===== config.mk =====
export PLATFORM = sky130hd
export DESIGN_NAME = afl_mac
export DESIGN_NICKNAME = d
export VERILOG_FILES = /design/src/design/afl_pkg.sv /design/src/design/afl_mac.sv
export SDC_FILE = /design/constraint.sdc
export NUM_CORES = 1
export LEC_CHECK = 0
export BUFFER_PORTS_ARGS = -buffer_cell sky130_fd_sc_hd__buf_2
export CORE_ASPECT_RATIO = 0.5
export CORE_MARGIN = 2
export CORE_UTILIZATION = 50
export DETAILED_ROUTE_END_ITERATION = 8
export PLACE_DENSITY = 0.68
export SYNTH_ARGS = -nofsm -noshare
export SYNTH_HDL_FRONTEND = slang
export SYNTH_SLANG_ARGS = --single-unit

===== constraint.sdc =====
create_clock -name aclk -period 13.8 [get_ports aclk]
set_input_delay 2.76 -clock aclk [delete_from_list [all_inputs] [get_ports aclk]]
set_output_delay 2.76 -clock aclk [all_outputs]
set_load 0.02 [all_outputs]

===== src/design/afl_pkg.sv =====
// ----------------------------------------------------------------------------
// Flanger package
// Sizes, register indexes, multiply-add request type and the quarter-wave
// sine table shared by the flanger modules.
// ----------------------------------------------------------------------------
package afl_pkg;

    // Audio and delay line sizes.
    localparam int SAMPLE_W        = 16;
    localparam int LINE_LENGTH     = 2048;
    localparam int PTR_W           = $clog2(LINE_LENGTH);
    localparam int FRAC_W          = 8;
    localparam int POS_W           = PTR_W + FRAC_W;

    // Configuration registers.
    localparam int CFG_ADDR_W      = 2;
    localparam int CFG_DATA_W      = 32;
    localparam int STEP_W          = 32;
    localparam int DEPTH_W         = 19;
    localparam int MIX_W           = 17;
    localparam logic [CFG_ADDR_W-1:0] CFG_PHASE_STEP = 2'd0;
    localparam logic [CFG_ADDR_W-1:0] CFG_DEPTH      = 2'd1;
    localparam logic [CFG_ADDR_W-1:0] CFG_WET_MIX    = 2'd2;
    localparam logic [STEP_W-1:0]  STEP_RESET  = 32'd48696;
    localparam logic [DEPTH_W-1:0] DEPTH_RESET = 19'd56448;
    localparam logic [MIX_W-1:0]   MIX_RESET   = 17'd32768;
    localparam logic [MIX_W-1:0]   MIX_UNITY   = 17'd65536;

    // Sine LFO.
    localparam int PHASE_W         = 32;
    localparam int SINE_TABLE_SIZE = 256;
    localparam int SINE_IDX_W      = $clog2(SINE_TABLE_SIZE);
    localparam int QUARTER         = SINE_TABLE_SIZE / 4;
    localparam int QK_W            = SINE_IDX_W - 2;
    localparam int QIDX_W          = $clog2(QUARTER + 1);
    localparam int QSINE_W         = 15;

    // Shared multiply-add unit.
    localparam int MAC_A_W         = 20;
    localparam int MAC_B_W         = 18;
    localparam int MAC_W           = 38;

    typedef struct packed {
        logic                      en;
        logic signed [MAC_A_W-1:0] op_a;
        logic signed [MAC_B_W-1:0] op_b;
        logic signed [MAC_W-1:0]   addend;
    } mac_req_t;

    typedef logic [QSINE_W-1:0] qsine_tab_t [0:QUARTER];

    // sin(x) for x in [0, pi/2] given in Q30, Taylor series, result Q15 rounded.
    function automatic logic [QSINE_W-1:0] sine_q15(input logic [63:0] x);
        logic [63:0] term;
        logic [63:0] sum;
        logic [63:0] r;
        term = x;
        sum  = x;
        for (int n = 1; n <= 7; n++) begin
            term = (term * x) >> 30;
            term = (term * x) >> 30;
            term = term / 64'((2 * n) * (2 * n + 1));
            if ((n % 2) == 1) begin
                sum = (sum >= term) ? sum - term : 64'd0;
            end else begin
                sum = sum + term;
            end
        end
        r = (sum + 64'd16384) >> 15;
        if (r > 64'd32767) begin
            r = 64'd32767;
        end
        return r[QSINE_W-1:0];
    endfunction

    // Quarter-wave table, entry k holds sin(k * pi/2 / QUARTER) in Q15.
    function automatic qsine_tab_t build_qsine();
        qsine_tab_t tab;
        for (int k = 0; k <= QUARTER; k++) begin
            tab[k] = sine_q15((64'd1686629713 * 64'(k)) / QUARTER);
        end
        return tab;
    endfunction

    localparam qsine_tab_t QSINE = build_qsine();

endpackage


===== src/design/afl_mac.sv =====
// ----------------------------------------------------------------------------
// Flanger multiply-add unit
// Signed multiply with an added term, result registered. Shared by the
// delay, interpolation and mix steps.
// ----------------------------------------------------------------------------
module afl_mac
    import afl_pkg::*;
(
    input  logic                    aclk,
    input  mac_req_t                req,
    output logic signed [MAC_W-1:0] acc
);

    logic signed [MAC_W-1:0] acc_reg;
    logic signed [MAC_W-1:0] acc_next;

    // One product plus the addend per issued request.
    assign acc_next = req.addend + MAC_W'(req.op_a) * MAC_W'(req.op_b);

    always_ff @(posedge aclk) begin
        if (req.en) begin
            acc_reg <= acc_next;
        end
    end

    assign acc = acc_reg;

endmodule


# Word-level counts from Yosys, hierarchy flattened
# Cells that the tools add are included.
dict set report word_totals {
  register_bits 38
  word_cells 3
  inputBits 78
}
dict set report classes {
  mul 1
  n_addsub 1
}
# cell n
set op_table {}
lappend op_table {{$add A38 B38 Y38} 1}
lappend op_table {{$mul A20 B18 Y38} 1}

# Longest topological paths before layout
dict set report depth {
  ltp_word 2
  mapped_depth 26
  mapped_depth_nobuf 23
}

# Least setup slack after synthesis
# No wires, ideal clock.
dict set report synth_timing {
  path_type {in2reg}
  start {input port req[75] in the netlist's numbering}
  end {register acc_reg[35] (netlist: acc[35]), data pin}
  setup_slack_ps 4626
  cell_stages 23
  setup_time_ps 260
  arrival_ps 8913
  path_buffers 2
  cell_sequence {clkbuf_1 > clkbuf_1 > nand2_1 > fa_1 > inv_1 > fa_1 > inv_1 > fa_1 > fa_1 > fa_1 > inv_1 > fa_1 > ha_1 > ha_1 > a21o_1 > a21o_1 > a2111oi_2 > nor2_1 > a2111oi_4 > o41ai_2 > a211oi_2 > nor2_1 > xor2_1}
}
dict set report synth_via {
  elab_chain_cells 2
}
# element line_no
set synth_lines {}
lappend synth_lines {{start, declared} afl_mac.sv:10} ;# input mac_req_t req,
lappend synth_lines {{$mul A20 B18 Y38} afl_mac.sv:18} ;# assign acc_next = req.addend + MAC_W'(req.op_a) * MAC_W'(req.op_b);
lappend synth_lines {{$add A38 B38 Y38} afl_mac.sv:18}
lappend synth_lines {{via acc_next[35]} afl_mac.sv:15} ;# logic signed [MAC_W-1:0] acc_next;
lappend synth_lines {{end signal, assigned} afl_mac.sv:22} ;# acc_reg <= acc_next;
lappend synth_lines {{end, declared} afl_mac.sv:14} ;# logic signed [MAC_W-1:0] acc_reg;
# The timed path passes the listed nets, and every way through them passes these cells.
# A chain may end at the register's enable or synchronous reset.

# Final worst setup path
dict set report layout_timing {
  start {input port req[75] in the netlist's numbering}
  end {register acc_reg[36] (netlist: acc[36]), data pin}
}
# The elaborated chain is that of the path after synthesis.

==> report_table.html <==
<table>
<tr><th>Metric</th><th>Value</th></tr>
<tr><th colspan="2">STA</th></tr>
<tr><td>Unrepaired setup endpoints after global routing</td><td>no</td></tr>
<tr><td>Final count of pins violating max slew</td><td>0</td></tr>
<tr><td>Finish-stage setup viols</td><td>0</td></tr>
<tr><td>Final period util</td><td>0.676</td></tr>
<tr><td>Final total negative setup slack</td><td>0 ps</td></tr>
<tr><td>Min Tclk post-route</td><td>9330 ps</td></tr>
<tr><td>Measured slew at the worst slew-check pin</td><td>about 860 ps</td></tr>
<tr><td>Final hold viol count</td><td>0</td></tr>
<tr><td>Fmax</td><td>~110 MHz</td></tr>
<tr><td>Rel. slew slack</td><td>0.424</td></tr>
<tr><th colspan="2">Final layout</th></tr>
<tr><td>Most frequent cells in the layout</td><td>sky130_fd_sc_hd__inv_1 (442), sky130_fd_sc_hd__fa_1 (396), sky130_fd_sc_hd__and2_1 (189)</td></tr>
<tr><td>Fraction of final layout cells sized beyond drive strength 1</td><td>0.0766</td></tr>
<tr><td>Number of flip-flops in the largest register</td><td>38</td></tr>
<tr><td>Most common cell after layout, fill and taps aside</td><td>sky130_fd_sc_hd__inv_1</td></tr>
<tr><td>Filler instances</td><td>between 2,000 and 3,000</td></tr>
<tr><td>Relative area change from synthesis to final layout</td><td>6.70%</td></tr>
<tr><td>N_diodes</td><td>0</td></tr>
<tr><td>Number of nets in the layout</td><td>2,260</td></tr>
<tr><td>Post-Layout Inst Area</td><td>roughly 0.017 mm²</td></tr>
<tr><td>Final cell count without fillers</td><td>around 2,100</td></tr>
<tr><th colspan="2">GRT</th></tr>
<tr><td>Number of antenna violations at the first check in global routing</td><td>0</td></tr>
<tr><td>Number of global-route vias before repair</td><td>roughly 11,000</td></tr>
<tr><td>Global-route wire length before repair</td><td>approximately 57 mm</td></tr>
<tr><td>Global-route congestion overflow total</td><td>0</td></tr>
<tr><td>Largest net degree at the start of global routing</td><td>39</td></tr>
<tr><td>Global router's overall resource usage</td><td>0.228</td></tr>
<tr><th colspan="2">Routing</th></tr>
<tr><td>Detail Route Antenna Nets</td><td>0</td></tr>
<tr><td>Drt initial violations</td><td>a little over 500</td></tr>
<tr><td>Number of vias per cell</td><td>roughly 5</td></tr>
<tr><td>Routed WL per cell</td><td>~16 µm</td></tr>
<tr><td>Drt drc</td><td>0</td></tr>
<tr><td>Detailed Route WL</td><td>~34 mm</td></tr>
<tr><td>DR pass1 iterations</td><td>5</td></tr>
<tr><td>Number of vias after detailed routing</td><td>between 10,000 and 15,000</td></tr>
<tr><th colspan="2">Place</th></tr>
<tr><td>Total instance count after detailed placement</td><td>between 2,000 and 2,500</td></tr>
<tr><td># port buffers</td><td>about 120</td></tr>
<tr><td>Final weighted congestion of routability-driven global placement</td><td>0.863</td></tr>
<tr><td>HPWL after detailed placement</td><td>slightly below 30 mm</td></tr>
<tr><td>Instance area after placement</td><td>roughly 0.016 mm²</td></tr>
<tr><th colspan="2">Floorplan</th></tr>
<tr><td>Placeable core area</td><td>between 0.03 and 0.04 mm²</td></tr>
<tr><td>Height of the die</td><td>129 µm</td></tr>
<tr><td>Std cell rows</td><td>between 40 and 50</td></tr>
<tr><td>Effective utilization at floorplan</td><td>0.510</td></tr>
<tr><td>Die Footprint</td><td>around 0.033 mm²</td></tr>
<tr><td>Die extent in x</td><td>around 250 µm</td></tr>
<tr><td>Top-level port count</td><td>116</td></tr>
<tr><th colspan="2">Synthesis</th></tr>
<tr><td>Synthesized area divided by synthesized cell count</td><td>9.66 µm²</td></tr>
<tr><td>Cell area after synthesis</td><td>around 0.016 mm²</td></tr>
<tr><td>Primary flip-flop cell chosen by synthesis mapping</td><td>sky130_fd_sc_hd__edfxtp_1</td></tr>
<tr><td>Synth warnings</td><td>0</td></tr>
<tr><td>Post-synthesis async set-or-reset flop share</td><td>0</td></tr>
<tr><td>Count of flip-flops with a built-in enable after synthesis</td><td>38</td></tr>
<tr><td>Syn Inst Count</td><td>around 1,600</td></tr>
<tr><td>Sequential cell area fraction in the yosys report</td><td>0.0734</td></tr>
<tr><td>Library cells used by synthesis</td><td>37</td></tr>
<tr><td>Count of state elements after synthesis</td><td>38</td></tr>
<tr><td>Net Count, Synth</td><td>about 2,200</td></tr>
<tr><th colspan="2">Clock network</th></tr>
<tr><td>Clock Tree Buf Depth</td><td>2</td></tr>
<tr><td>Number of clock buffers inserted by TritonCTS</td><td>5</td></tr>
<tr><td>Clock tree root driver cell</td><td>sky130_fd_sc_hd__clkbuf_16</td></tr>
<tr><td>Clock transition at the register clock pins on the worst setup and hold paths after CTS</td><td>60 ps</td></tr>
<tr><td>H-tree depth reported by CTS</td><td>2</td></tr>
<tr><td>Total setup buffers inserted after CTS</td><td>0</td></tr>
<tr><td>Quantity of gates resized following cts</td><td>0</td></tr>
<tr><td>CTS tree</td><td>built</td></tr>
<tr><td>Hold Buf Count CTS</td><td>0</td></tr>
<tr><td>Clk sinks</td><td>38</td></tr>
<tr><th colspan="2">Critical path</th></tr>
<tr><td>Data required time at the worst endpoint</td><td>~14,000 ps</td></tr>
<tr><td>Data arrival, critical path</td><td>between 9000 and 10,000 ps</td></tr>
<tr><td>CP Class</td><td>in -&gt; reg</td></tr>
<tr><td>Maximum net fanout on the critical path</td><td>18</td></tr>
<tr><td>Capturing element type of the critical path</td><td>flip-flop</td></tr>
<tr><td>Startpoint types</td><td>input port</td></tr>
<tr><th colspan="2">Worst hold path</th></tr>
<tr><td>Launch instance of the worst min-delay path</td><td>req[0]</td></tr>
<tr><td>End point of the most critical hold path</td><td>acc[0]</td></tr>
<tr><td>Hold Path Stages</td><td>2</td></tr>
<tr><td>Type of the worst min-delay path</td><td>in -&gt; reg</td></tr>
<tr><th colspan="2">Job</th></tr>
<tr><td>Max-cap viol count</td><td>0</td></tr>
<tr><th colspan="2">Run status</th></tr>
<tr><td>Result of the run</td><td>complete, no violations</td></tr>
</table>
[worst max path at each step]
stage | startpoint | slack [ps] | endpoint | cells past startpoint
final | req[75] | 4470 | acc[36] | 22
after global routing | req[75] | 4060 | acc[37] | 19
after global placement | req[75] | 4320 | acc[37] | 19
after CTS | req[75] | 4510 | acc[37] | 19
after detailed placement | req[75] | 4220 | acc[37] | 19
after floorplan | req[75] | 4630 | acc[35] | 23
[cells by family after synthesis]
kind of cell               synth area share
and+or+nand+nor                       0.137
buffers and inverters                 0.122
AOI/OAI and AO/OA                    0.0391
xor gates and xnor gates             0.0254
adders and majority gates             0.604
DFF                                  0.0734
[per-stage QoR]
| stage | utilization | hold WS (ps) | worst slack [ps] |
|---|---|---|---|
| 4_1_cts | 0.544 | 2770 | 4510 |
| 3_5_place_dp | 0.539 | 3070 | 4220 |
| 3_3_place_gp | 0.539 | 3070 | 4320 |
| 2_1_floorplan | - | 2870 | 4630 |
| 6_report | 0.544 | 2770 | 4470 |
| 5_1_grt | 0.544 | 2780 | 4060 |
[layer usage]
layer / share of wire / wire length (µm) / global-route usage
met3: 0.048 / 1650 / 0.0407
met5: 0 / 0 / 0
met2: 0.52 / 17900 / 0.415
met1: 0.41 / 14200 / 0.291
met4: 0.015 / 527 / 0.0365
[synthesized netlist by cell type, types with 2 or more instances]
library cell               number  area share
sky130_fd_sc_hd__a211oi_1       6      0.0029
sky130_fd_sc_hd__a211oi_2       2      0.0016
sky130_fd_sc_hd__a21o_1        12      0.0058
sky130_fd_sc_hd__a21oi_1       29      0.0093
sky130_fd_sc_hd__a31oi_1        3      0.0012
sky130_fd_sc_hd__and2_1       189       0.076
sky130_fd_sc_hd__and3_1         3      0.0012
sky130_fd_sc_hd__clkbuf_1      59       0.014
sky130_fd_sc_hd__edfxtp_1      38       0.073
sky130_fd_sc_hd__fa_1         396        0.51
sky130_fd_sc_hd__ha_1         116       0.093
sky130_fd_sc_hd__inv_1        442        0.11
sky130_fd_sc_hd__nand2_1      171       0.041
sky130_fd_sc_hd__nand2b_1       9      0.0036
sky130_fd_sc_hd__nand3_1        9      0.0029
sky130_fd_sc_hd__nand4_1        4      0.0016
sky130_fd_sc_hd__nor2_1        27      0.0065
sky130_fd_sc_hd__nor3_1         3     0.00097
sky130_fd_sc_hd__o21a_1         6      0.0029
sky130_fd_sc_hd__o21ai_0       16      0.0052
sky130_fd_sc_hd__o21bai_1       5      0.0024
sky130_fd_sc_hd__o41ai_2        2      0.0021
sky130_fd_sc_hd__or3_1          4      0.0016
sky130_fd_sc_hd__xnor2_1       35       0.020
sky130_fd_sc_hd__xor2_1        10      0.0056
[worst max-delay path, cell delays in order]
cell                        delay, ps
sky130_fd_sc_hd__buf_2            320
sky130_fd_sc_hd__nand2_1          220
sky130_fd_sc_hd__fa_1             550
sky130_fd_sc_hd__inv_1            190
sky130_fd_sc_hd__fa_1             470
sky130_fd_sc_hd__inv_1            500
sky130_fd_sc_hd__fa_1             540
sky130_fd_sc_hd__inv_1             90
sky130_fd_sc_hd__fa_1             460
sky130_fd_sc_hd__fa_1             570
sky130_fd_sc_hd__fa_1             410
sky130_fd_sc_hd__ha_1             290
sky130_fd_sc_hd__ha_1             370
sky130_fd_sc_hd__and4_1           240
sky130_fd_sc_hd__o21ai_0           90
sky130_fd_sc_hd__nand2_1           90
sky130_fd_sc_hd__nand2_1           60
sky130_fd_sc_hd__a31oi_1          470
sky130_fd_sc_hd__o41ai_2          160
sky130_fd_sc_hd__o2111ai_1        240
sky130_fd_sc_hd__a21oi_1          110
sky130_fd_sc_hd__xnor2_1          120
[area by class of cell]
cell class                      count  area (µm²)  share of cell area
Inverter                          442        1660               0.100
Clock inverter                      2        33.8             0.00204
Tap cell                          423         529              0.0319
Timing Repair Buffer              116         583              0.0352
Clock buffer                        5         125             0.00755
Sequential cell                    38        1140              0.0688
Multi-Input combinational cell   1067       12500               0.754
Power is left out: the tool's default activity adds up to more than one toggle a clock period on the data nets, which glitch-free logic cannot reach.
