<file path="src/design/afl_pkg.sv">
// ----------------------------------------------------------------------------
// Flanger package
// Sizes, register indexes, multiply-add request type and the quarter-wave
// sine table shared by the flanger modules.
// ----------------------------------------------------------------------------
package afl_pkg;

    // Audio and delay line sizes.
    localparam int SAMPLE_W        = 16;
    localparam int LINE_LENGTH     = 2048;
    localparam int PTR_W           = $clog2(LINE_LENGTH);
    localparam int FRAC_W          = 8;
    localparam int POS_W           = PTR_W + FRAC_W;

    // Configuration registers.
    localparam int CFG_ADDR_W      = 2;
    localparam int CFG_DATA_W      = 32;
    localparam int STEP_W          = 32;
    localparam int DEPTH_W         = 19;
    localparam int MIX_W           = 17;
    localparam logic [CFG_ADDR_W-1:0] CFG_PHASE_STEP = 2'd0;
    localparam logic [CFG_ADDR_W-1:0] CFG_DEPTH      = 2'd1;
    localparam logic [CFG_ADDR_W-1:0] CFG_WET_MIX    = 2'd2;
    localparam logic [STEP_W-1:0]  STEP_RESET  = 32'd48696;
    localparam logic [DEPTH_W-1:0] DEPTH_RESET = 19'd56448;
    localparam logic [MIX_W-1:0]   MIX_RESET   = 17'd32768;
    localparam logic [MIX_W-1:0]   MIX_UNITY   = 17'd65536;

    // Sine LFO.
    localparam int PHASE_W         = 32;
    localparam int SINE_TABLE_SIZE = 256;
    localparam int SINE_IDX_W      = $clog2(SINE_TABLE_SIZE);
    localparam int QUARTER         = SINE_TABLE_SIZE / 4;
    localparam int QK_W            = SINE_IDX_W - 2;
    localparam int QIDX_W          = $clog2(QUARTER + 1);
    localparam int QSINE_W         = 15;

    // Shared multiply-add unit.
    localparam int MAC_A_W         = 20;
    localparam int MAC_B_W         = 18;
    localparam int MAC_W           = 38;

    typedef struct packed {
        logic                      en;
        logic signed [MAC_A_W-1:0] op_a;
        logic signed [MAC_B_W-1:0] op_b;
        logic signed [MAC_W-1:0]   addend;
    } mac_req_t;

    typedef logic [QSINE_W-1:0] qsine_tab_t [0:QUARTER];

    // sin(x) for x in [0, pi/2] given in Q30, Taylor series, result Q15 rounded.
    function automatic logic [QSINE_W-1:0] sine_q15(input logic [63:0] x);
        logic [63:0] term;
        logic [63:0] sum;
        logic [63:0] r;
        term = x;
        sum  = x;
        for (int n = 1; n <= 7; n++) begin
            term = (term * x) >> 30;
            term = (term * x) >> 30;
            term = term / 64'((2 * n) * (2 * n + 1));
            if ((n % 2) == 1) begin
                sum = (sum >= term) ? sum - term : 64'd0;
            end else begin
                sum = sum + term;
            end
        end
        r = (sum + 64'd16384) >> 15;
        if (r > 64'd32767) begin
            r = 64'd32767;
        end
        return r[QSINE_W-1:0];
    endfunction

    // Quarter-wave table, entry k holds sin(k * pi/2 / QUARTER) in Q15.
    function automatic qsine_tab_t build_qsine();
        qsine_tab_t tab;
        for (int k = 0; k <= QUARTER; k++) begin
            tab[k] = sine_q15((64'd1686629713 * 64'(k)) / QUARTER);
        end
        return tab;
    endfunction

    localparam qsine_tab_t QSINE = build_qsine();

endpackage

</file>
<file path="src/design/afl_lfo.sv">
// ----------------------------------------------------------------------------
// Flanger sine LFO
// 32-bit phase accumulator and quarter-wave table lookup. The value shown
// belongs to the current phase; the phase advances when a word is taken.
// ----------------------------------------------------------------------------
module afl_lfo
    import afl_pkg::*;
(
    input  logic                       aclk,
    input  logic                       aresetn,
    input  logic [STEP_W-1:0]          step,
    input  logic                       advance,
    output logic signed [SAMPLE_W-1:0] lfo_val
);

    logic [PHASE_W-1:0]    phase_reg;
    logic [PHASE_W-1:0]    phase_next;
    logic [SINE_IDX_W-1:0] tab_idx;
    logic [1:0]            quad;
    logic [QK_W-1:0]       k;
    logic [QIDX_W-1:0]     q_idx;
    logic [QSINE_W-1:0]    mag;

    // Phase accumulator, wraps modulo 2^32.
    assign phase_next = advance ? phase_reg + step : phase_reg;

    always_ff @(posedge aclk) begin
        if (!aresetn) begin
            phase_reg <= '0;
        end else begin
            phase_reg <= phase_next;
        end
    end

    // Fold the full-cycle index onto the stored quarter wave.
    assign tab_idx = phase_reg[PHASE_W-1 -: SINE_IDX_W];
    assign quad    = tab_idx[SINE_IDX_W-1 -: 2];
    assign k       = tab_idx[QK_W-1:0];
    assign q_idx   = quad[0] ? QIDX_W'(QUARTER) - QIDX_W'(k) : QIDX_W'(k);
    assign mag     = QSINE[q_idx];

    // Second half of the cycle is negative.
    assign lfo_val = quad[1] ? -$signed({1'b0, mag}) : $signed({1'b0, mag});

endmodule

</file>
<file path="config.mk">
export PLATFORM = sky130hd
export DESIGN_NAME = afl_lfo
export DESIGN_NICKNAME = d
export VERILOG_FILES = /design/src/design/afl_pkg.sv /design/src/design/afl_lfo.sv
export SDC_FILE = /design/constraint.sdc
export NUM_CORES = 1
export LEC_CHECK = 0
export BUFFER_PORTS_ARGS = -buffer_cell sky130_fd_sc_hd__buf_2
export CAP_MARGIN = 30
export CORE_MARGIN = 5
export CORE_UTILIZATION = 54
export CTS_CLUSTER_DIAMETER = 60
export DETAILED_ROUTE_END_ITERATION = 16
export HOLD_SLACK_MARGIN = 0.1
export MAX_ROUTING_LAYER = met4
export PLACE_DENSITY = 0.74
export SYNTH_ARGS = -nofsm -noshare
export SYNTH_HDL_FRONTEND = slang
export SYNTH_SLANG_ARGS = --single-unit
</file>
<file path="constraint.sdc">
create_clock -name aclk -period 6 [get_ports aclk]
set_input_delay 1.2 -clock aclk [delete_from_list [all_inputs] [get_ports aclk]]
set_output_delay 1.2 -clock aclk [all_outputs]
set_load 0.03 [all_outputs]
</file>
* Word level (Yosys, flattened, before mapping) *
Memory sizes are Yosys's and may differ from the RTL's.
Index checks and enable logic that the tools add are counted.

storage, ports and cells
  register bits after elaboration = 32
  latch bits = 0
  bits in writable memories = 0
  memory bits (read-only) = 1,920
  output and inout bits = 16
  logic and storage cells = 11
  memories kept = 1

cells by class
  $add $sub $neg = 3
  $mul = 0
  div/mod/pow operators = 0
  magnitude comparators = 1
  equality and inequality tests = 0
  shift-type cells = 0
  multiplexer cells = 4
  bitwise logic cells = 1
  reduce and logical (&&, ||, !) cells = 0

memories
  name             depth  bits a word  read ports  clocked after memory_dff  write ports  RTL line       RTL
  (no name shown)  128    15           1           0                         0            afl_lfo.sv:40  assign mag = QSINE[q_idx];

operator list
  kind                 count
  $add 32x32->32       1
  $mux 15              2
  $mux 16              1
  $neg 15->16          1
  $ge 8x8->1 const B   1
  $not 7->8            1
  $mux 7               1
  $sub 7x6->7 const A  1

* Logic depth before layout (Yosys ltp) *
Gate-level depths: netlist (run 1).

  word-level depth = 8
  mapped depth = 19
  depth with buffers taken out = 15

* Least setup slack after synthesis (run 1) *
No wires, ideal clock.

  path type = register to output
  from = register phase_reg[24]
  to = output port lfo_val[13]
  data arrival time = 4.466 ns
  required time = 4.800 ns
  slack = 0.334 ns
  stages on the path, launching flop included = 19
  path buffers = 3
  path through = dfxtp_1 buf_2 buf_1 inv_2 ha_1 clkbuf_1 nand2_1 o21ai_0 inv_1 ha_1 a21o_1 nand2_1 and3_1 a311o_1 o311ai_0 a32oi_2 nand4_1 o21a_1 xor2_1

on the way
  cells in the longest elaborated chain, start to end = 8

ends and longest elaborated chain
  item                                            RTL line       RTL
  start: declaration                              afl_lfo.sv:16  logic [PHASE_W-1:0] phase_reg;
  start signal: assignment                        afl_lfo.sv:31  phase_reg <= phase_next;
  $sub 7x6->7                                     afl_lfo.sv:39  assign q_idx = quad[0] ? QIDX_W'(QUARTER) - QIDX_W'(k) : QIDX_W'(k);
  $mux 7 (*)                                      afl_lfo.sv:39
  $not 7->8 (not written as such) (*)             afl_lfo.sv:40
  $mem_v2 128x15 (*)                              --
  $mux 15 (not written as such) (*) (2 in a row)  afl_lfo.sv:40
  $neg 15->16                                     afl_lfo.sv:43  assign lfo_val = quad[1] ? -$signed({1'b0, mag}) : $signed({1'b0, mag});
  $mux 16 (*)                                     afl_lfo.sv:43
  end: declaration                                afl_lfo.sv:13  output logic signed [SAMPLE_W-1:0] lfo_val

Every way passes the cells marked *; elsewhere a longest branch is shown, timed or not. The select of a mux whose other input is x is not followed.

* Worst setup path in the final report (run 1) *
  from = register phase_reg[24]
  to = output port lfo_val[12]

Same word-level chain as after synthesis.

==> impl_results.md, run 1 <==
- First-pass GRT wire length: 29.9 mm
- TritonRoute pass-1 iters: 7
- CTS Buffer Depth: 2
- WHS: 497 ps
- Routability-driven placement congestion ratio: 0.998
- Die Area: 0.0118 mm²
- Top cells by area, synth: dfxtp_1, ha_1, xnor2_1, mux2i_1, o21ai_0
- Drt wl/cell: 20.7 µm
- Final hold vios: 0
- Clk sinks: 32
- Max-slew headroom: 26.0%
- Crit path capture type: output pin
- Pleak: 0.00238 µW
- Critical path class: reg -> out
- Largest net degree at the start of global routing: 42
- Mapped Cells: 721
- Final TNS setup: 0 ps
- Most frequent cells in the layout: nor2_1, o21ai_0, a21oi_1, buf_2, nand2_1
- Core area: 0.00964 mm²
- Grt total ovfl: 0
- M1 GR Usage: 38.5%
- Via count: 5896
- # IOs: 51
- Post-Route WL: 18.3 mm
- Die span in x: 109 µm
- Clock slew at reported path FFs: 70 ps
- Vias per cell: 6.70
- Post-synth net total: 802
- Post-synthesis area per instance: 7.31 µm²
- Synth unique cells: 80
- Number of global-route vias before repair: 5677
- Sequential share of the synthesized area: 12.2%
- Setup Viol. Count Final: 0
- Core Util, Final: 59.1%
- EDFF count, synth: 0
- H-tree Lvls: 2
- Nets: 827
- Synthesized area: 0.00527 mm²
- Hold Crit Class: reg -> reg
- Slew Viols, Final: 0
- Startpoint types: register
- Yosys warning count: 0
- Final ANT Viol Nets: 0
- Met2 usage: 54.9%
- I/O Buffers: 50
- Post-CTS Setup Inserts: 0
- Dpl hpwl: 13.5 mm
- Worst EP arrival: 4560 ps
- Final WS setup: 242 ps
- Max incr delay on CP: 440 ps
- Antenna Cells: 0
- Residual DRC count: 0
- Max FFs per register: 32
- CTS tree: built
- CP cell instances: inv_2 > ha_1 > nand2_1 > o21ai_0 > ha_2 > or2_2 > nor2_1 > mux2i_1 > a221oi_1 > a211o_1 > nor2b_1 > nand3_2 > o41ai_2 > xnor2_1 > buf_2
- Die H: 109 µm
- Worst VDD drop: 0.328 mV
- All-Layer GR Usage: 32.6%
- Fin crit share: 96.0%
- GR Util met3: 3.73%
- Synthesis-to-layout area growth: 8.15%
- Fin crit period: 5760 ps
- Pwr Density: 423 mW/mm²
- 1st-iter DRT viols: 606
- CTS buffer count: 5
- Initial antenna violation count: 0
- Worst Skew: 11.9 ps
- Status: finished, final reports clean
- Filler cell count: 911
- Most Crowded Layer GR: met2
- Worst-margin pin slew: 1100 ps
- RSZ-0062 raised after global routing: false
- Synth Register Bits: 32
- CP delay by family, top: compound AO/OA/AOI/OAI gates
- Asr flop ratio synth: 0%
- Most common cell after layout, fill and taps aside: nor2_1
- Dpl ws: 520 ps
- Row cnt: 36
- Starting density of the core: 54.6%
- Required time worst endpoint: 4800 ps
- Clock Tree Root: clkbuf_8
- Synth top area share: 12.2%
- Layout cells sized above 1: 14.5%
- CP max stage cell: ha_2
- MaxCap Viol Count: 0
- Fmax: 174 MHz
- Leading area contributor after synthesis: dfxtp_1
- Clock latency at the later pin of the worst-skew pair: 300 ps
- CP Max Fanout: 14
- Post-synth top flop: dfxtp_1
- CP bufs+invs: 2
-- repair_timing --
action                                  CTS  global route
resized for setup                         0             1
endpoints found under the setup margin    0             6
hold buffers                              0             0
-- area by class of cell --
type / count / area [µm²] / share of cell area [%]
inverter: 29 / 109 / 1.91
sequential: 32 / 641 / 11.2
timing repair buffer: 71 / 417 / 7.31
clock buffer: 8 / 90.1 / 1.58
multi-input combinational: 607 / 4270 / 75.0
tap: 133 / 166 / 2.92
-- kinds of logic (layout without fill, tap and decap cells) --
kind of cell,after synthesis,in the layout,share of synthesized area (%)
DFF,32,32,12.2
xor gates and xnor gates,48,48,8.27
AOI/OAI and AO/OA,253,253,33.5
buffers and inverters,82,108,6.75
adders and majority gates,46,46,11.1
muxes,29,29,5.80
and+or+nand+nor,231,231,22.4
-- per-stage QoR --
step,cell area [µm²],total power (µW),cells
after floorplan,5270,1700,721
after global placement,5600,2180,871
after detailed placement,5600,2190,872
after CTS,5690,2380,880
after global routing,5700,2580,880
final,5700,2410,880
-- worst reg2reg max path, stage by stage, from the launching register on --
cell      delay [ps]
dfxtp_1          350
ha_1             220
inv_1             70
fa_1             400
nor2b_1          220
o31ai_1          130
a211oi_1         510
nor3_1           160
o21ai_0          350
o21ai_0          160
xor2_1           160
a211oi_1         240
-- report_power, final --
| part | switching [µW] | internal, µW | total (µW) |
|---|---|---|---|
| clock | 82.5 | 93.5 | 176 |
| combinational | 1260 | 678 | 1940 |
| sequential | 42.4 | 250 | 292 |
| total | 1390 | 1020 | 2410 |
-- per-layer routing --
| layer | routed length, µm | up-vias | share of wire, % |
|---|---|---|---|
| met5 | 0 | - | 0 |
| met4 | 1030 | 0 | 5.7 |
| met3 | 1360 | 71 | 7.5 |
| met2 | 8960 | 312 | 49 |
| met1 | 6900 | 2768 | 38 |
| li1 | - | 2745 | - |
-- path summary, 6_finish.rpt --
check                                  start                          to  slack (ps)  depth (start not counted)
hold reg to reg    phase_reg[8]$_SDFFE_PN0P_   phase_reg[8]$_SDFFE_PN0P_         500                          2
setup reg to reg   phase_reg[0]$_SDFFE_PN0P_  phase_reg[20]$_SDFFE_PN0P_        2950                         11
hold / removal     phase_reg[8]$_SDFFE_PN0P_   phase_reg[8]$_SDFFE_PN0P_         500                          2
setup / recovery  phase_reg[24]$_SDFFE_PN0P_                 lfo_val[12]         240                         15
-- cell usage after synthesis, drive strengths merged, types with 8 or more instances --
cell,n
a211oi,16
a21o,15
a21oi,51
a31oi,13
buf,22
clkbuf,31
dfxtp,32
ha,45
inv,29
mux2i,26
nand2,46
nand2b,11
nand3,19
nand4,10
nor2,65
nor2b,13
nor3,17
nor4,8
o211ai,11
o21a,10
o21ai,56
o31ai,8
xnor2,33
xor2,15
(Power assumes the default switching activity.)
==> inputs of run 2 (changes only) <==
- PLACE_DENSITY: 0.74 -> unset
- PLACE_DENSITY_LB_ADDON: unset -> 0.1
==> run 2 against run 1 <==
Against the previous run:
- clock power is 3% higher
- setup slack better by 12 ps
- non-clock buffer count is 1 lower
- largest power group unchanged
- combinational power hardly changed
- via count is 3.3% lower
- sequential power is 1% lower
- worst hold slack worse by 11 ps
- routed wire length is 6.6% lower
- power is 0.79% lower
- clock skew is 8.8 ps lower
==> impl_results.md, run 2 (synthesized netlist as in run 1, its figures left out) <==
- Grt total ovfl: 0 (unchanged)
- Post-CTS sizing: 0 (unchanged)
- 1st-iter DRT viols: 499 (-18%)
- Starting density of the core: 54.6% (unchanged)
- CTS Buffer Depth: 2 (unchanged)
- Dpl hpwl: 12.6 mm (-6.5%)
- Filler cell count: 935 (+2.6%)
- Clock Tree Root: clkbuf_8
- Die span in x: 109 µm (unchanged)
- Setup Viol. Count Final: 0 (unchanged)
- Core Util, Final: 59.0% (-0.091 points)
- Hold Crit Class: reg -> reg
- Most frequent cells in the layout: nor2_1, o21ai_0, a21oi_1, buf_2, nand2_1
- Worst-margin pin slew: 1060 ps (-43.7 ps)
- Core area: 0.00964 mm² (unchanged)
- Pleak: 0.00238 µW (about the same)
- MaxCap Viol Count: 0 (unchanged)
- Fin crit period: 5750 ps (-11.9 ps)
- R2R cell count: 12 (+1)
- Worst hold path depth: 2 (unchanged)
- First-pass GRT wire length: 27.2 mm (-9.1%)
- Layout cells sized above 1: 14.8% (+0.31 points)
- Clock latency at the later pin of the worst-skew pair: 290 ps (about the same)
- Fin crit share: 95.8% (-0.20 points)
- Max FFs per register: 32 (unchanged)
- # IOs: 51 (unchanged)
- Final ANT Viol Nets: 0 (unchanged)
- Antenna Cells: 0 (unchanged)
- Clock slew at reported path FFs: 60 ps (about the same)
- Final hold vios: 0 (unchanged)
- Clk sinks: 32 (unchanged)
- Worst Skew: 3.05 ps (-8.81 ps)
- Final TNS setup: 0 ps (unchanged)
- Post-Route WL: 17.0 mm (-6.6%)
- Hold-fix buffers, CTS: 0 (unchanged)
- Worst EP arrival: 4550 ps (about the same)
- Via count: 5702 (-3.3%)
- All-Layer GR Usage: 29.7% (-2.9 points)
- Largest net degree at the start of global routing: 45 (+7.1%)
- Fmax: 174 MHz (+0.21%)
- Slew Viols, Final: 0 (unchanged)
- Post-CTS Setup Inserts: 0 (unchanged)
- H-tree Lvls: 2 (unchanged)
- Number of global-route vias before repair: 5397 (-4.9%)
- Startpoint types: register
- Crit path capture type: output pin
- RSZ-0062 raised after global routing: false
- TritonRoute pass-1 iters: 5 (-2)
- CTS buffer count: 5 (unchanged)
- Routability-driven placement congestion ratio: 1.09 (+9.6%)
- Status: finished, final reports clean
- Row cnt: 36 (unchanged)
- Initial antenna violation count: 0 (unchanged)
- Pwr Density: 420 mW/mm² (-0.64%)
- WHS: 486 ps (-10.8 ps)
- Drt wl/cell: 19.4 µm (-6.4%)
- Die H: 109 µm (unchanged)
- Residual DRC count: 0 (unchanged)
- I/O Buffers: 50 (unchanged)
- Required time worst endpoint: 4800 ps (about the same)
- Max-slew headroom: 28.9% (+2.9 points)
- Synthesis-to-layout area growth: 7.98%
- Worst VDD drop: 0.312 mV (-5.0%)
- Critical path class: reg -> out
- Vias per cell: 6.49 (-3.1%)
- Nets: 826 (-0.12%)
- CTS tree: built
- Die Area: 0.0118 mm² (unchanged)
- CP Max Fanout: 10 (-4)
- Most common cell after layout, fill and taps aside: nor2_1
[run 2: cell count changes in the layout (fill, tap and decap cells not counted)]
cell / change
a2111oi_0: -1
a2111oi_1: +1
buf_1: -1
buf_12: -1
buf_4: +1
clkbuf_1: -2
clkbuf_8: +1
inv_1: -1
inv_2: +1
[run 2: per-stage QoR]
| stage | power, µW | std cells | instance area [µm²] | setup slack [ps] |
|---|---|---|---|---|
| 6_report | 2390 | 878 | 5690 | 254 |
| 5_1_grt | 2560 | 878 | 5690 | 2.01 |
| 4_1_cts | 2360 | 878 | 5680 | 177 |
| 3_5_place_dp | 2170 | 871 | 5590 | 517 |
| 3_3_place_gp | 2160 | 871 | 5590 | 534 |
| 2_1_floorplan | 1700 | 721 | 5270 | 334 |
[run 2: final cells by class]
| cell class | instances | area [µm²] | share of cell area (%) |
|---|---|---|---|
| multi-input combinational | 607 | 4280 | 75.2 |
| sequential | 32 | 641 | 11.3 |
| timing repair buffer | 70 | 400 | 7.04 |
| tap | 133 | 166 | 2.93 |
| inverter | 29 | 109 | 1.91 |
| clock buffer | 7 | 96.3 | 1.69 |
[run 2: power by group]
group | internal, µW | leakage [µW] | switching [µW]
sequential | 250 | 0.000265 | 38.1
clock | 102 | 0.0000503 | 78.8
combinational | 676 | 0.00207 | 1240
total | 1030 | 0.00238 | 1360
[run 2: final timing paths]
path                            slack (ps)                         end                       start
worst min register to register         490   phase_reg[4]$_SDFFE_PN0P_   phase_reg[4]$_SDFFE_PN0P_
worst min-delay path                   490   phase_reg[4]$_SDFFE_PN0P_   phase_reg[4]$_SDFFE_PN0P_
worst max-delay path                   250                 lfo_val[13]  phase_reg[24]$_SDFFE_PN0P_
worst max register to register        3000  phase_reg[30]$_SDFFE_PN0P_   phase_reg[0]$_SDFFE_PN0P_
[run 2: worst max-delay path, stage by stage, from the launching register on]
cell       delay (ps)
dfxtp_1           340
inv_2              50
ha_1              390
nand2_1           130
o21ai_0           340
ha_1              660
inv_1             240
a21o_1            230
a2111oi_0         480
o21ai_0           140
a32oi_1           450
nor4_1             90
nand4_1           180
o21a_1            170
xor2_1            150
buf_2             210
[run 2: metal layers]
layer | vias up | GRT usage [%] | routed length, µm
li1 | 2743 | - | -
met1 | 2656 | 34.0 | 6560
met2 | 230 | 49.3 | 8240
met3 | 73 | 4.26 | 1160
met4 | 0 | 17.7 | 1090
met5 | - | - | 0
==> inputs of run 3 (changes only) <==
- BUFFER_PORTS_ARGS: -buffer_cell sky130_fd_sc_hd__buf_2 -> unset
- DONT_BUFFER_PORTS: unset -> 1
==> run 3 against run 2 <==
Against the previous run:
- clock power decreased by 4%
- setup slack better by 58 ps
- sequential share of layout area increased by 0.23 points
- utilization is 1.2 points lower
- cell count fell by 3.3%
- largest power group unchanged
- die area did not move
- routed wire length is 0.42% lower
==> impl_results.md, run 3 (synthesized netlist as in run 1, its figures left out) <==
- Status: finished, final reports clean
- Setup Viol. Count Final: 0 (unchanged)
- Die span in x: 109 µm (unchanged)
- Initial antenna violation count: 0 (unchanged)
- R2R cell count: 12 (unchanged)
- Clock Tree Root: clkbuf_8
- Non-filler cells, final: 849 (-3.3%)
- MaxCap Viol Count: 0 (unchanged)
- CP Max Fanout: 14 (+4)
- Worst-margin pin slew: 954 ps (-103 ps)
- Slew Viols, Final: 0 (unchanged)
- Max-slew headroom: 36.3% (+7.4 points)
- Final hold vios: 0 (unchanged)
- 1st-iter DRT viols: 609 (+22%)
- I/O Buffers: 0 (-100%)
- Dpl hpwl: 12.5 mm (-0.86%)
- Antenna Cells: 0 (unchanged)
- CP delay by family, top: compound AO/OA/AOI/OAI gates
- CTS Buffer Depth: 2 (unchanged)
- Grt total ovfl: 0 (unchanged)
- Fin crit period: 5690 ps (-57.6 ps)
- Crit path capture type: output pin
- Drt wl/cell: 20.0 µm (+3.0%)
- Residual DRC count: 0 (unchanged)
- Die H: 109 µm (unchanged)
- R2R setup slack: 3070 ps (+70 ps)
- # IOs: 51 (unchanged)
- Core area: 0.00964 mm² (unchanged)
- Number of global-route vias before repair: 5665 (+5.0%)
- Pwr Density: 435 mW/mm² (+3.5%)
- Final TNS setup: 0 ps (unchanged)
- Most frequent cells in the layout: nor2_1, a21oi_1, o21ai_0, nand2_1, ha_1
- Largest net degree at the start of global routing: 42 (-6.7%)
- Final ANT Viol Nets: 0 (unchanged)
- Clock slew at reported path FFs: 70 ps (about the same)
- HP Start: phase_reg[4]$_SDFFE_PN0P_
- Most common cell after layout, fill and taps aside: nor2_1
- Worst EP arrival: 4490 ps (-60 ps)
- Routability-driven placement congestion ratio: 1.10 (+0.40%)
- CTS buffer count: 5 (unchanged)
- Pleak: 0.00227 µW (-4.7%)
- Worst R2R End: phase_reg[30]$_SDFFE_PN0P_
- Via count: 5705 (+0.053%)
- Post-Route WL: 17.0 mm (-0.42%)
- Required time worst endpoint: 4800 ps (about the same)
- Clock latency at the later pin of the worst-skew pair: 290 ps (about the same)
- Hold path endpoint: phase_reg[4]$_SDFFE_PN0P_
- Startpoint types: register
- Post-CTS Setup Inserts: 0 (unchanged)
- Cells after DPL: 840 (-3.6%)
- First-pass GRT wire length: 27.9 mm (+2.7%)
- Reg-to-reg critical path startpoint: phase_reg[0]$_SDFFE_PN0P_
- Worst hold path depth: 2 (unchanged)
- CP max stage cell: a2111oi_0
- CTS tree: built
- Layout cells sized above 1: 10.8% (-4.0 points)
- Hold Crit Class: reg -> reg
- CP cell instances: inv_2 > ha_1 > nand2_1 > o21ai_1 > ha_2 > or2_2 > nor2_1 > a211oi_1 > a21oi_1 > a2111oi_0 > a221oi_2 > nand4_1 > o21ai_0 > xnor2_1 > buf_4
- Fin crit share: 94.8% (-0.96 points)
- Hold-fix buffers, CTS: 0 (unchanged)
- Max incr delay on CP: 720 ps (+60 ps)
- Synthesis-to-layout area growth: 5.82%
- Starting density of the core: 54.6% (unchanged)
- Nets: 796 (-3.6%)
- All-Layer GR Usage: 30.2% (+0.44 points)
- Critical path class: reg -> out
- Die Area: 0.0118 mm² (unchanged)
- Vias per cell: 6.72 (+3.5%)
- H-tree Lvls: 2 (unchanged)
- Row cnt: 36 (unchanged)
- Max FFs per register: 32 (unchanged)
- Worst Skew: 8.70 ps (+5.65 ps)
- RSZ-0062 raised after global routing: false
- Fmax: 176 MHz (+1.0%)
- TritonRoute pass-1 iters: 8 (+3)
- CP bufs+invs: 2 (-1)
- Clk sinks: 32 (unchanged)
- Worst VDD drop: 0.303 mV (-2.8%)
[run 3: changes by cell type in the layout (fill, tap and decap cells not counted), sizes merged]
cell / previous run / this run
buf: 70 / 39
clkbuf: 7 / 9
[run 3: report_power, final]
part / switching [µW] / internal (µW)
Sequential: 47.5 / 250
Clock: 80.4 / 93.5
Combinational: 1230 / 724
Total: 1350 / 1070
[run 3: area by class of cell]
class / count / area [µm²]
timing repair buffer: 40 / 294
inverter: 29 / 109
tap: 133 / 166
clock buffer: 8 / 90.1
fill: 904 / 4070
multi-input combinational: 607 / 4270
sequential: 32 / 641
[run 3: layer usage]
| metal | wire length [µm] | vias up | track usage [%] |
|---|---|---|---|
| met5 | 0 | - | - |
| met4 | 832 | 0 | 17.5 |
| met3 | 1410 | 79 | 5.74 |
| met2 | 8180 | 299 | 50.2 |
| met1 | 6550 | 2638 | 33.7 |
| li1 | - | 2689 | - |
[run 3: timing repair]
action,in CTS,in global routing
hold endpoints to repair,0,0
gates resized for setup,0,2
endpoints found under the setup margin,0,8
[run 3: how the worst max path moves through the flow]
| stage | startpoint | endpoint | slack (ps) | depth (start not counted) |
|---|---|---|---|---|
| 2_1_floorplan | phase_reg[24]$_SDFFE_PN0P_ | lfo_val[13] | 330 | 18 |
| 3_3_place_gp | phase_reg[24]$_SDFFE_PN0P_ | lfo_val[13] | 680 | 15 |
| 3_5_place_dp | phase_reg[24]$_SDFFE_PN0P_ | lfo_val[12] | 630 | 15 |
| 4_1_cts | phase_reg[24]$_SDFFE_PN0P_ | lfo_val[12] | 280 | 15 |
| 5_1_grt | phase_reg[24]$_SDFFE_PN0P_ | lfo_val[9] | 90 | 15 |
| 6_report | phase_reg[24]$_SDFFE_PN0P_ | lfo_val[10] | 310 | 15 |
[run 3: tightest hold or removal path: stages, from the launching register on]
cell      delay (ps)
dfxtp_1          310
nand2b_1          60
a21oi_1           50
[run 3: metrics by stage]
stage	total power [µW]	cell area (µm²)	setup WS (ps)	util, %	hold WS [ps]
6_report	2420	5570	312	57.8	469
5_1_grt	2590	5570	87.3	57.8	515
4_1_cts	2390	5570	276	57.7	473
3_5_place_dp	2200	5480	631	56.8	462
3_3_place_gp	2190	5470	681	56.8	463
2_1_floorplan	1700	5270	334	-	450
